<file path="config.mk">
export PLATFORM = sky130hd
export DESIGN_NAME = link_delay_window_statistics
export DESIGN_NICKNAME = d
export VERILOG_FILES = /design/src/sv/ldws_pkg.sv /design/src/sv/ldws_ram.sv /design/src/sv/link_delay_window_statistics.sv
export SDC_FILE = /design/constraint.sdc
export NUM_CORES = 2
export LEC_CHECK = 0
export ABC_AREA = 1
export ABC_CLOCK_PERIOD_IN_PS = 10400
export BUFFER_PORTS_ARGS = -buffer_cell sky130_fd_sc_hd__buf_2
export CORE_UTILIZATION = 45
export DETAILED_ROUTE_END_ITERATION = 8
export GPL_ROUTABILITY_DRIVEN = 1
export SLEW_MARGIN = 10
export SYNTH_ARGS = -nofsm -noshare
export SYNTH_HDL_FRONTEND = slang
export SYNTH_HIERARCHICAL = 1
export SYNTH_SLANG_ARGS = --single-unit
</file>
<file path="constraint.sdc">
create_clock -name clk -period 10.4 [get_ports clk]
set_input_delay 0.52 -clock clk [delete_from_list [all_inputs] [get_ports clk]]
set_output_delay 0.52 -clock clk [all_outputs]
set_load 0.005 [all_outputs]
</file>
<file path="src/sv/ldws_pkg.sv">
// Shared constants and types of the link delay window statistics block.
// No dependencies; the top level and the checker refer to it by scoped names.

package ldws_pkg;

	// Default sizes
	localparam int WINDOW_DEF  = 5;
	localparam int DEVICES_DEF = 16;

	// Field widths
	localparam int DEV_W   = 4;
	localparam int DELAY_W = 16;
	localparam int STAT_W  = 24;
	localparam int CNT_W   = 3;
	localparam int FRAC_W  = 8;

	// Stream widths
	localparam int S_TDATA_W = 24;
	localparam int S_TUSER_W = 1;
	localparam int M_TDATA_W = 64;
	localparam int M_TUSER_W = 1;

	// Sequencer states
	typedef enum logic [3:0] {
		ST_IDLE,
		ST_POS,
		ST_SCAN,
		ST_CALC,
		ST_MDIV,
		ST_VLOAD,
		ST_VDIV,
		ST_ROOT,
		ST_OUT
	} state_t;

endpackage

</file>
<file path="src/sv/ldws_ram.sv">
// Generic single-clock RAM: one write port, one read port with registered data.
// Depends on nothing.

module ldws_ram #(
	parameter int WIDTH = 8,
	parameter int DEPTH = 16,
	localparam int AW = (DEPTH > 1) ? $clog2(DEPTH) : 1
) (
	input  logic             clk,
	input  logic             we,
	input  logic [AW-1:0]    waddr,
	input  logic [WIDTH-1:0] wdata,
	input  logic             re,
	input  logic [AW-1:0]    raddr,
	output logic [WIDTH-1:0] rdata
);

	logic [WIDTH-1:0] mem [DEPTH];

	// Write, and register the read data
	always_ff @(posedge clk) begin
		if (we) begin
			mem[waddr] <= wdata;
		end
		if (re) begin
			rdata <= mem[raddr];
		end
	end

endmodule

</file>
<file path="src/sv/link_delay_window_statistics.sv">
// Top level of the link delay window statistics block.
// Depends on ldws_pkg and instantiates ldws_ram for the window positions and the probe ring.
//
// Each input item is one probe outcome (a round-trip delay or a lost mark) of one link partner.
// The block stores it in the partner's ring of WINDOW entries; every WINDOW-th probe of a
// partner closes its window and produces one result item with the mean delay and the sample
// standard deviation (divisor n-1) of the received delays, both unsigned Q.8 ms truncated, plus
// the received and lost counts. All lost gives none_received = 1 with zero statistics; a single
// received sample gives a zero deviation. Probes for a partner at or above DEVICES are taken and
// dropped. One item is worked on at a time. A probe that does not close a window goes through
// the position read and the ring write. A closing probe then walks the ring, forms the products,
// runs the mean divide, forms the spread, runs the variance divide and the square root, and hands
// off the result; the divider is radix-4 and the square root works on bit pairs. The result sits
// in an output register, so the next probe is taken while it waits. Window positions start at
// zero after reset through per-partner valid flags; no clearing pass is needed.

module link_delay_window_statistics #(
	parameter int WINDOW  = ldws_pkg::WINDOW_DEF,
	parameter int DEVICES = ldws_pkg::DEVICES_DEF
) (
	input  logic                           clk,
	input  logic                           arst_n,
	input  logic                           s_tvalid,
	output logic                           s_tready,
	input  logic [ldws_pkg::S_TDATA_W-1:0] s_tdata,   // device[3:0], rtt_ms[19:4], zero pad
	input  logic [ldws_pkg::S_TUSER_W-1:0] s_tuser,   // lost[0]
	output logic                           m_tvalid,
	input  logic                           m_tready,
	output logic [ldws_pkg::M_TDATA_W-1:0] m_tdata,   // device_out[3:0], mean_delay_q8[27:4],
	                                                  // std_dev_q8[51:28], received_count[54:52],
	                                                  // lost_count[57:55], zero pad
	output logic [ldws_pkg::M_TUSER_W-1:0] m_tuser    // none_received[0]
);

	localparam int DEV_W   = ldws_pkg::DEV_W;
	localparam int DELAY_W = ldws_pkg::DELAY_W;
	localparam int STAT_W  = ldws_pkg::STAT_W;
	localparam int CNT_W   = ldws_pkg::CNT_W;
	localparam int FRAC_W  = ldws_pkg::FRAC_W;

	localparam int PW      = $clog2(WINDOW);
	localparam int NW      = $clog2(WINDOW + 1);
	localparam int DEV_AW  = (DEVICES > 1) ? $clog2(DEVICES) : 1;
	localparam int RING_D  = DEVICES * WINDOW;
	localparam int RING_AW = $clog2(RING_D);
	localparam int RING_W  = DELAY_W + 1;
	localparam int S1W     = DELAY_W + NW;
	localparam int S2W     = 2 * DELAY_W + NW;
	localparam int SPW     = S2W + NW;
	localparam int DW      = 2 * NW;
	localparam int QW0     = SPW + 2 * FRAC_W;
	localparam int QW      = QW0 + (QW0 % 2);
	localparam int RTW     = QW / 2;
	localparam int MNW     = S1W + FRAC_W;
	localparam int MSTEPS  = (MNW + 1) / 2;
	localparam int MNW2    = 2 * MSTEPS;
	localparam int VSTEPS  = QW / 2;
	localparam int STEPW   = $clog2(QW);

	ldws_pkg::state_t state_q, state_d;

	// Sequencer strobes
	logic s_acc, dev_ok, pos_re, ring_re, out_free, out_load;

	// Item registers
	logic [DEV_W-1:0]   dev_q;
	logic [DELAY_W-1:0] rtt_q;
	logic               lost_q;
	logic [RING_AW-1:0] base_q;
	logic [DEV_AW-1:0]  dev_idx;

	// Window position store
	logic [DEVICES-1:0] pos_vld_q;
	logic [PW-1:0]      pos_rdata, pos_cur, pos_wdata;
	logic [PW:0]        pos_inc;
	logic               pos_last;

	// Ring store
	logic [RING_AW-1:0] ring_waddr, ring_raddr;
	logic [RING_W-1:0]  ring_wdata, ring_rdata;
	logic               ring_we;

	// Walk and sums
	logic [NW-1:0]        scan_idx_q;
	logic                 rd_vld_s1;
	logic [NW-1:0]        n_q, nl_q;
	logic [S1W-1:0]       s1_q;
	logic [S2W-1:0]       s2_q;
	logic [2*DELAY_W-1:0] sq;
	logic [SPW-1:0]       s1sq_q, ns2_q, spread;

	// Divider and root
	logic [STEPW-1:0] step_q;
	logic [QW-1:0]    dq_q, div_q_nx;
	logic [DW-1:0]    dr_q, dd_q, div_r_nx, r1;
	logic             b1, b2;
	logic [QW-1:0]    rad_q;
	logic [RTW-1:0]   root_q, root_nx;
	logic [RTW+1:0]   srem_q, srem_nx;
	logic [RTW+3:0]   sq_t, sq_trial;

	// Results
	logic [STAT_W-1:0] mean_q, sd_q;
	logic              m_tvalid_q;
	logic [DEV_W-1:0]  out_dev_q;
	logic [STAT_W-1:0] out_mean_q, out_sd_q;
	logic [CNT_W-1:0]  out_rc_q, out_lc_q;
	logic              out_none_q;

	// One restoring division step: returns {quotient bit, new remainder}
	function automatic logic [DW:0] div_step(input logic [DW-1:0] r, input logic b,
			input logic [DW-1:0] d);
		logic [DW:0] t;
		t = {r, b};
		if (t >= {1'b0, d}) begin
			return {1'b1, DW'(t - {1'b0, d})};
		end
		return {1'b0, t[DW-1:0]};
	endfunction

	assign s_acc    = s_tvalid && s_tready;
	assign dev_ok   = 32'(s_tdata[DEV_W-1:0]) < 32'(DEVICES);
	assign out_free = !m_tvalid_q || m_tready;
	assign dev_idx  = DEV_AW'(dev_q);

	// Next state
	always_comb begin
		state_d = state_q;
		case (state_q)
			ldws_pkg::ST_IDLE: begin
				if (s_acc && dev_ok) state_d = ldws_pkg::ST_POS;
			end
			ldws_pkg::ST_POS: begin
				state_d = pos_last ? ldws_pkg::ST_SCAN : ldws_pkg::ST_IDLE;
			end
			ldws_pkg::ST_SCAN: begin
				if (scan_idx_q == NW'(WINDOW) && rd_vld_s1) state_d = ldws_pkg::ST_CALC;
			end
			ldws_pkg::ST_CALC: begin
				state_d = (n_q == '0) ? ldws_pkg::ST_OUT : ldws_pkg::ST_MDIV;
			end
			ldws_pkg::ST_MDIV: begin
				if (step_q == STEPW'(MSTEPS - 1)) begin
					state_d = (n_q < NW'(2)) ? ldws_pkg::ST_OUT : ldws_pkg::ST_VLOAD;
				end
			end
			ldws_pkg::ST_VLOAD: begin
				state_d = ldws_pkg::ST_VDIV;
			end
			ldws_pkg::ST_VDIV: begin
				if (step_q == STEPW'(VSTEPS - 1)) state_d = ldws_pkg::ST_ROOT;
			end
			ldws_pkg::ST_ROOT: begin
				if (step_q == STEPW'(RTW - 1)) state_d = ldws_pkg::ST_OUT;
			end
			ldws_pkg::ST_OUT: begin
				if (out_free) state_d = ldws_pkg::ST_IDLE;
			end
			default: state_d = ldws_pkg::ST_IDLE;
		endcase
	end

	// Sequencer outputs
	always_comb begin
		s_tready = 1'b0;
		pos_re   = 1'b0;
		ring_we  = 1'b0;
		ring_re  = 1'b0;
		out_load = 1'b0;
		case (state_q)
			ldws_pkg::ST_IDLE: begin
				s_tready = 1'b1;
				pos_re   = s_tvalid;
			end
			ldws_pkg::ST_POS:  ring_we  = 1'b1;
			ldws_pkg::ST_SCAN: ring_re  = scan_idx_q < NW'(WINDOW);
			ldws_pkg::ST_OUT:  out_load = out_free;
			default: ;
		endcase
	end

	// Window position of the current partner, then advance and wrap
	always_comb begin
		pos_cur = pos_vld_q[dev_idx] ? pos_rdata : '0;
		if ((PW + 1)'(pos_cur) >= (PW + 1)'(WINDOW)) pos_cur = '0;
		pos_inc   = (PW + 1)'(pos_cur) + (PW + 1)'(1);
		pos_last  = pos_inc == (PW + 1)'(WINDOW);
		pos_wdata = pos_last ? '0 : PW'(pos_inc);
	end

	assign ring_waddr = base_q + RING_AW'(pos_cur);
	assign ring_wdata = {lost_q, lost_q ? DELAY_W'(0) : rtt_q};
	assign ring_raddr = base_q + RING_AW'(scan_idx_q);

	ldws_ram #(
		.WIDTH(PW),
		.DEPTH(DEVICES)
	) u_pos_ram (
		.clk  (clk),
		.we   (ring_we),
		.waddr(dev_idx),
		.wdata(pos_wdata),
		.re   (pos_re),
		.raddr(DEV_AW'(s_tdata[DEV_W-1:0])),
		.rdata(pos_rdata)
	);

	ldws_ram #(
		.WIDTH(RING_W),
		.DEPTH(RING_D)
	) u_ring_ram (
		.clk  (clk),
		.we   (ring_we),
		.waddr(ring_waddr),
		.wdata(ring_wdata),
		.re   (ring_re),
		.raddr(ring_raddr),
		.rdata(ring_rdata)
	);

	// Square of the delay coming back from the ring
	assign sq = ring_rdata[DELAY_W-1:0] * ring_rdata[DELAY_W-1:0];

	// Two division steps per cycle
	always_comb begin
		{b1, r1}       = div_step(dr_q, dq_q[QW-1], dd_q);
		{b2, div_r_nx} = div_step(r1, dq_q[QW-2], dd_q);
		div_q_nx       = {dq_q[QW-3:0], b1, b2};
	end

	// One root bit per cycle
	always_comb begin
		sq_t     = {srem_q, rad_q[QW-1:QW-2]};
		sq_trial = (RTW + 4)'({root_q, 2'b01});
		if (sq_t >= sq_trial) begin
			srem_nx = (RTW + 2)'(sq_t - sq_trial);
			root_nx = {root_q[RTW-2:0], 1'b1};
		end else begin
			srem_nx = (RTW + 2)'(sq_t);
			root_nx = {root_q[RTW-2:0], 1'b0};
		end
	end

	assign spread = ns2_q - s1sq_q;

	// Control registers
	always_ff @(posedge clk or negedge arst_n) begin
		if (!arst_n) begin
			state_q    <= ldws_pkg::ST_IDLE;
			pos_vld_q  <= '0;
			scan_idx_q <= '0;
			rd_vld_s1  <= 1'b0;
			step_q     <= '0;
			m_tvalid_q <= 1'b0;
		end else begin
			state_q <= state_d;
			step_q  <= (state_q != state_d) ? '0 : step_q + STEPW'(1);
			if (ring_we) pos_vld_q[dev_idx] <= 1'b1;
			if (state_q == ldws_pkg::ST_POS) begin
				scan_idx_q <= '0;
				rd_vld_s1  <= 1'b0;
			end else begin
				rd_vld_s1 <= ring_re;
				if (ring_re) scan_idx_q <= scan_idx_q + NW'(1);
			end
			if (out_load) begin
				m_tvalid_q <= 1'b1;
			end else if (m_tready) begin
				m_tvalid_q <= 1'b0;
			end
		end
	end

	// Datapath registers
	always_ff @(posedge clk) begin
		// Hold the accepted item
		if (state_q == ldws_pkg::ST_IDLE && s_acc) begin
			dev_q  <= s_tdata[DEV_W-1:0];
			rtt_q  <= s_tdata[DEV_W +: DELAY_W];
			lost_q <= s_tuser[0];
			base_q <= RING_AW'(RING_AW'(s_tdata[DEV_W-1:0]) * RING_AW'(WINDOW));
		end
		case (state_q)
			ldws_pkg::ST_POS: begin
				n_q  <= '0;
				nl_q <= '0;
				s1_q <= '0;
				s2_q <= '0;
			end
			ldws_pkg::ST_SCAN: begin
				// Sum the window as it comes back from the ring
				if (rd_vld_s1) begin
					if (ring_rdata[DELAY_W]) begin
						nl_q <= nl_q + NW'(1);
					end else begin
						n_q  <= n_q + NW'(1);
						s1_q <= s1_q + S1W'(ring_rdata[DELAY_W-1:0]);
						s2_q <= s2_q + S2W'(sq);
					end
				end
			end
			ldws_pkg::ST_CALC: begin
				s1sq_q <= SPW'(SPW'(s1_q) * SPW'(s1_q));
				ns2_q  <= SPW'(SPW'(n_q) * SPW'(s2_q));
				mean_q <= '0;
				sd_q   <= '0;
				dq_q   <= QW'({MNW2'({s1_q, {FRAC_W{1'b0}}}), {(QW - MNW2){1'b0}}});
				dr_q   <= '0;
				dd_q   <= DW'(n_q);
			end
			ldws_pkg::ST_MDIV: begin
				dq_q <= div_q_nx;
				dr_q <= div_r_nx;
				if (step_q == STEPW'(MSTEPS - 1)) mean_q <= div_q_nx[STAT_W-1:0];
			end
			ldws_pkg::ST_VLOAD: begin
				dq_q <= QW'({spread, {(2 * FRAC_W){1'b0}}});
				dr_q <= '0;
				dd_q <= DW'(DW'(n_q) * DW'(n_q - NW'(1)));
			end
			ldws_pkg::ST_VDIV: begin
				dq_q <= div_q_nx;
				dr_q <= div_r_nx;
				if (step_q == STEPW'(VSTEPS - 1)) begin
					rad_q  <= div_q_nx;
					root_q <= '0;
					srem_q <= '0;
				end
			end
			ldws_pkg::ST_ROOT: begin
				rad_q  <= {rad_q[QW-3:0], 2'b00};
				root_q <= root_nx;
				srem_q <= srem_nx;
				if (step_q == STEPW'(RTW - 1)) sd_q <= root_nx[STAT_W-1:0];
			end
			default: ;
		endcase
		// Load the output register
		if (out_load) begin
			out_dev_q  <= dev_q;
			out_mean_q <= mean_q;
			out_sd_q   <= sd_q;
			out_rc_q   <= CNT_W'(n_q);
			out_lc_q   <= CNT_W'(nl_q);
			out_none_q <= n_q == '0;
		end
	end

	assign m_tvalid = m_tvalid_q;
	assign m_tdata  = ldws_pkg::M_TDATA_W'({out_lc_q, out_rc_q, out_sd_q, out_mean_q, out_dev_q});
	assign m_tuser  = out_none_q;

endmodule

</file>
==> Word-level counts from Yosys, hierarchy flattened <==
Memory sizes are Yosys's and may differ from the RTL's. A register that Yosys moved wholly into a read port is not among the register bits.
Index checks and enable logic that the tools add are counted.
{ "word_totals": {"ff_bits": 478, "latchBits": 0, "ramBits": 1408, "romBits": 0, "input_bits": 29, "out_inout_bits": 67, "word_cells": 167, "memories": 2} }
{ "mem_list": {"columns": ["memory", "depth", "word_bits", "rd", "rd_ports_with_merged_regs", "write_ports", "line_no", "source"], "rows": [
  ["u_ring_ram.mem", 80, 17, 1, 1, 1, "ldws_ram.sv:18", "logic [WIDTH-1:0] mem [DEPTH];"],
  ["u_pos_ram.mem", 16, 3, 1, 1, 1, "ldws_ram.sv:18", null]
]} }
{ "op_classes": {"add_sub_neg": 14, "multipliers": 5, "div_mod_pow": 0, "n_lt_le_gt_ge": 8, "n_eq_ne": 19, "n_shift": 0, "muxes": 64, "bitwise": 1, "n_reduce_logical": 24} }
{ "op_table": {"columns": ["op", "count"], "rows": [
  ["$pmux 54 s3", 1],
  ["$pmux 54 s2", 1],
  ["$pmux 24 s2", 2],
  ["$mux 35", 2],
  ["$pmux 35 s2", 1],
  ["$mux 29", 2],
  ["$pmux 29 s2", 1],
  ["$mux 54", 1],
  ["$pmux 27 s2", 1],
  ["$mux 24", 2],
  ["$mul 19x19->38", 1],
  ["$mul 3x35->38", 1],
  ["$mux 19", 2],
  ["$pmux 19 s2", 1],
  ["$sub 38x38->38", 1],
  ["$pmux 4 s9", 1],
  ["$add 35x32->35", 1],
  ["$mul 16x16->32", 1],
  ["$mux 4", 8],
  ["$ge 31x29->1", 1],
  ["$sub 29x29->29", 1],
  ["$mux 7", 4],
  ["$mux 27", 1],
  ["$mux 3", 9],
  ["44 further kinds", 88]
]} }

==> Logic depth before layout (Yosys ltp) <==
{ "depth": {"ltp_word": 11, "depth_mapped": 27, "depth_no_buf": 25} }

==> By module <==
The synthesis kept the hierarchy.
{ "by_module_without_submodules": {"columns": ["module", "n_inst", "cells_each", "area_per_inst_um2", "seq_area_each_um2"], "rows": [
  ["ldws_ram at u_ring_ram", 1, 4495, 55259.2, 41349.7],
  ["link_delay_window_statistics", 1, 5960, 48325.1, 14108.5],
  ["ldws_ram at u_pos_ram", 1, 224, 2269.7, 1531.5]
]} }

==> Worst setup path after synthesis <==
No wires, ideal clock.
{ "synth_timing": {"kind": "register -> register", "from": "reg s1_q[16]", "to": "reg s1sq_q[28], data pin", "setup_ps": 253, "t_arrival_ps": 5410, "required_time_ps": 10147, "setup_slack_ps": 4738, "path_stages_with_launch": 22, "n_path_buf": 2, "synth_period_minus_slack_ps": 5662, "cell_sequence": "edfxtp_1 clkbuf_1 buf_1 nand2_1 fa_1 fa_1 inv_1 fa_1 fa_1 fa_1 inv_1 fa_1 inv_1 ha_1 nand2_1 nor2_1 inv_1 nor2_1 inv_1 or2_2 nand4_1 nand2_1"} }
{ "synth_via": {"elab_chain_cells": 1} }
{ "synth_rtl": {"columns": ["element", "line_no", "source"], "rows": [
  ["start, declared", "link_delay_window_statistics.sv:87", "logic [S1W-1:0] s1_q;"],
  ["start signal, assigned", "link_delay_window_statistics.sv:297", "s1_q <= s1_q + S1W'(ring_rdata[DELAY_W-1:0]);"],
  ["$mul 19x19->38", "link_delay_window_statistics.sv:303", "s1sq_q <= SPW'(SPW'(s1_q) * SPW'(s1_q));"],
  ["end signal, assigned", "link_delay_window_statistics.sv:303", null],
  ["end, declared", "link_delay_window_statistics.sv:90", "logic [SPW-1:0] s1sq_q, ns2_q, spread;"]
]} }
No other way between the ends.
A chain may end at the register's enable or synchronous reset.

==> Worst setup path after layout <==
{ "layout_timing": {"from": "reg u_ring_ram.rdata[13], read port of u_ring_ram.mem", "to": "reg s2_q[22], data pin"} }
{ "layout_via": {"elab_chain_cells": 5} }
{ "layout_rtl": {"columns": ["element", "line_no", "source"], "rows": [
  ["start, declared", "ldws_ram.sv:15", "output logic [WIDTH-1:0] rdata"],
  ["$mul 16x16->32", "link_delay_window_statistics.sv:222", "assign sq = ring_rdata[DELAY_W-1:0] * ring_rdata[DELAY_W-1:0];"],
  ["$add 35x32->35", "link_delay_window_statistics.sv:298", "s2_q <= s2_q + S2W'(sq);"],
  ["$mux 35", "link_delay_window_statistics.sv:293", "if (ring_rdata[DELAY_W]) begin"],
  ["$mux 35", "link_delay_window_statistics.sv:292", "if (rd_vld_s1) begin"],
  ["$pmux 35 s2", "link_delay_window_statistics.sv:283", "case (state_q)"],
  ["end signal, assigned", "link_delay_window_statistics.sv:298", null],
  ["end, declared", "link_delay_window_statistics.sv:88", "logic [S2W-1:0] s2_q;"]
]} }
No other way between the ends. The select of a mux whose other input is x is not followed.

==> impl_metrics.json <==
{
  "fmax_mhz": 153,
  "syn-instance-count": 10679,
  "synth_top_area_cell": "edfxtp_1",
  "yosys_warnings": 6,
  "antenna_found_initial": 5,
  "wl_um": 287000,
  "numCtsBuffers": 195,
  "yosysUniqueCellTypes": 51,
  "status": "complete, no violations",
  "start_util_pct": 45.4,
  "r2r-start": "u_ring_ram/rdata[13]",
  "fin_crit_ns": 6.53,
  "avgSynthCellArea_um2": 9.91,
  "die_y_um": 487,
  "drtAntennaViolNets": 0,
  "drtPass1Iterations": 6,
  "insertion_delay_ns": 0.86,
  "grt_max_degree": 188,
  "crit_fanout": 19,
  "startpoint_type": "flip-flop",
  "core_um2": 233000,
  "cts.sink_count": 1903,
  "synth_edf_count": 1872,
  "overflow": 0,
  "rsz0062_at_grt": "no",
  "avgViaCountPerCell": 5.30,
  "io_pins": 96,
  "syn-cell-area_um2": 106000,
  "setup_viol": 0,
  "critPathKind": "reg2reg",
  "arrival_ns": 7.15,
  "cts_root_buf": "clkbuf_16",
  "route.detailed.drc": 0,
  "path_clk_slew_ns": 0.06,
  "grt_pass1_wl_um": 437000,
  "slew_headroom_pct": 20.2,
  "critPathCaptureType": "flip-flop",
  "dieArea_um2": 237000,
  "grt_util_all_layers_pct": 24.2,
  "seq_area_frac_synth_pct": 53.8,
  "cts_tree": "done",
  "hold_path_end": "dev_idx[2]",
  "required_ns": 11.01,
  "fin_crit_sh_pct": 62.8,
  "r2r_setup_slack_ns": 3.87,
  "hold_viol_final": 0,
  "slew_violations": 0,
  "hold_path_depth": 1,
  "routedWlPerCell_um": 20.5,
  "r2r_end": "s2_q[22]",
  "final_nets": 11613,
  "yosys-top-cells-area": "edfxtp_1 (53%), nand2_1 (10%), fa_1 (9.2%), nand3_1 (5.8%), inv_1 (5.3%)",
  "async_flop_share_pct": 1.63,
  "drt_iter0_drc": 6149,
  "reg2reg_depth": 20,
  "worst_hold_path_type": "in2reg",
  "io_buffer_count": 85,
  "skew_ns": 0.0665,
  "min_from": "s_tdata[2]",
  "setup_tns_ns": 0,
  "area_delta_synth_final_pct": 9.91,
  "drv_cap": 0,
  "htree_levels": 4,
  "tightest_slew_ns": 1.20,
  "drive_above_1_share_pct": 5.72,
  "row_count": 177,
  "cts_max_path_buffers": 3,
  "synth.top_cell.area_share_pct": 53.1,
  "grt_pass1_vias": 73648,
  "synth-seq-cells": 1903,
  "ys.flop_type": "edfxtp_1",
  "place_congestion": 0.933,
  "fillCellCount": 21155,
  "vias": 74218,
  "die_x_um": 487,
  "dp_hpwl_um": 186000,
  "post_cts.repair.setup_buffers": 0
}
-- sequential cells by signal (all words and copies together) (netlist names), 29 cells and up --
signal	flops
u_ring_ram/mem	1360
dq_q	54
rad_q	54
u_pos_ram/mem	48
ns2_q	38
s1sq_q	37
s2_q	35
srem_q	29
-- final cells by class --
class	instances	area (um2)	share of cell area, %
clock buffers	235	5060	4.35
inverters	1518	5730	4.93
multi-input cells	6826	41200	35.4
flip-flops and latches	1903	57000	49.0
repair buffers	262	1870	1.60
diodes	4	10.0	0.00860
clock inverters	121	1550	1.33
well taps	3132	3920	3.37
-- cells in the mapped netlist, types with 29 or more instances --
cell / instances
nand2_1: 2874
edfxtp_1: 1872
inv_1: 1507
nand3_1: 1228
nor2_1: 754
fa_1: 486
ha_1: 392
o21ai_0: 349
a21oi_1: 239
clkbuf_1: 161
buf_2: 137
xor2_1: 76
buf_4: 57
buf_1: 55
nand4_1: 55
o22ai_1: 47
nor3_1: 46
o21bai_1: 40
xnor2_1: 39
dfrtp_1: 31
o21ai_1: 29
o221ai_1: 29
-- worst max-delay path by stage --
stage	slack, ns	cells after the start	endpoint	from
final	3.87	20	s2_q[22]	u_ring_ram/rdata[13]
after detailed placement	3.91	20	s2_q[22]	u_ring_ram/rdata[13]
after global placement	3.92	20	s2_q[22]	u_ring_ram/rdata[2]
after CTS	3.88	20	s2_q[22]	u_ring_ram/rdata[13]
after global routing	3.48	20	s2_q[22]	u_ring_ram/rdata[13]
after floorplan	4.74	21	s1sq_q[28]	s1_q[16]
-- metrics by stage --
step	utilization (%)	area, um2	hold slack (ns)	std cells	setup slack [ns]
2_1_floorplan	-	106000	0.224	10684	4.74
3_3_place_gp	47.0	110000	0.402	13621	3.92
3_5_place_dp	47.0	110000	0.406	13621	3.91
4_1_cts	49.9	116000	0.0129	13997	3.88
5_1_grt	49.9	116000	0.0320	13998	3.48
6_report	49.9	116000	0.0627	14001	3.87
-- cell families after synthesis --
family	synth area share [%]
XOR/XNOR	0.952
other	0.00354
AND/OR/NAND/NOR	19.6
buffers and inverters	7.49
AO/OA/AOI/OAI	4.31
adder cells (fa/ha/maj)	13.8
flip-flops	53.8
-- per-layer routing --
metal  routed length (um)  vias up  track usage [%]
met1               119000    36498             31.4
met4                10600        2             8.77
met3                15600      483             2.99
met2               141000     2100             41.4
li1                     -    35135                -
met5                   10        -                0
-- worst max-delay path, cell delays in order (launching register included) --
cell,delay [ns]
edfxtp_1,0.99
nand2_1,0.28
fa_1,0.57
fa_1,0.53
fa_1,0.52
inv_1,0.05
fa_1,0.50
fa_1,0.49
inv_1,0.06
fa_1,0.48
inv_1,0.04
ha_1,0.42
a21oi_1,0.17
o21ai_0,0.49
inv_1,0.08
o21bai_1,0.21
a21oi_1,0.06
nand2_1,0.15
nand2_1,0.07
nand2_1,0.06
nor2_1,0.04
-- repair_timing --
action / CTS / global route
hold buffers: 20 / 0
hold endpoints to repair: 50 / 0
gates resized for setup: 0 / 0
-- cell usage in the layout, fill, tap and decap left out, types with 11 or more instances in the layout --
cell,count
a21o_1,23
a21oi_1,239
a31oi_1,11
buf_2,85
buf_4,152
bufinv_16,27
clkbuf_1,38
clkbuf_16,196
clkinv_1,32
clkinv_2,37
dfrtp_1,31
dlygate4sd3_1,20
edfxtp_1,1872
fa_1,486
ha_1,391
inv_1,1503
nand2_1,2872
nand3_1,1227
nand3b_1,18
nand4_1,55
nor2_1,718
nor2_2,22
nor2_4,18
nor3_1,46
o21a_1,12
o21ai_0,348
o21ai_1,29
o21bai_1,40
o221ai_1,29
o22ai_1,47
xnor2_1,38
xor2_1,74
Power is left out: the tool's default activity adds up to more than one toggle a clock period on the data nets, which glitch-free logic cannot reach.
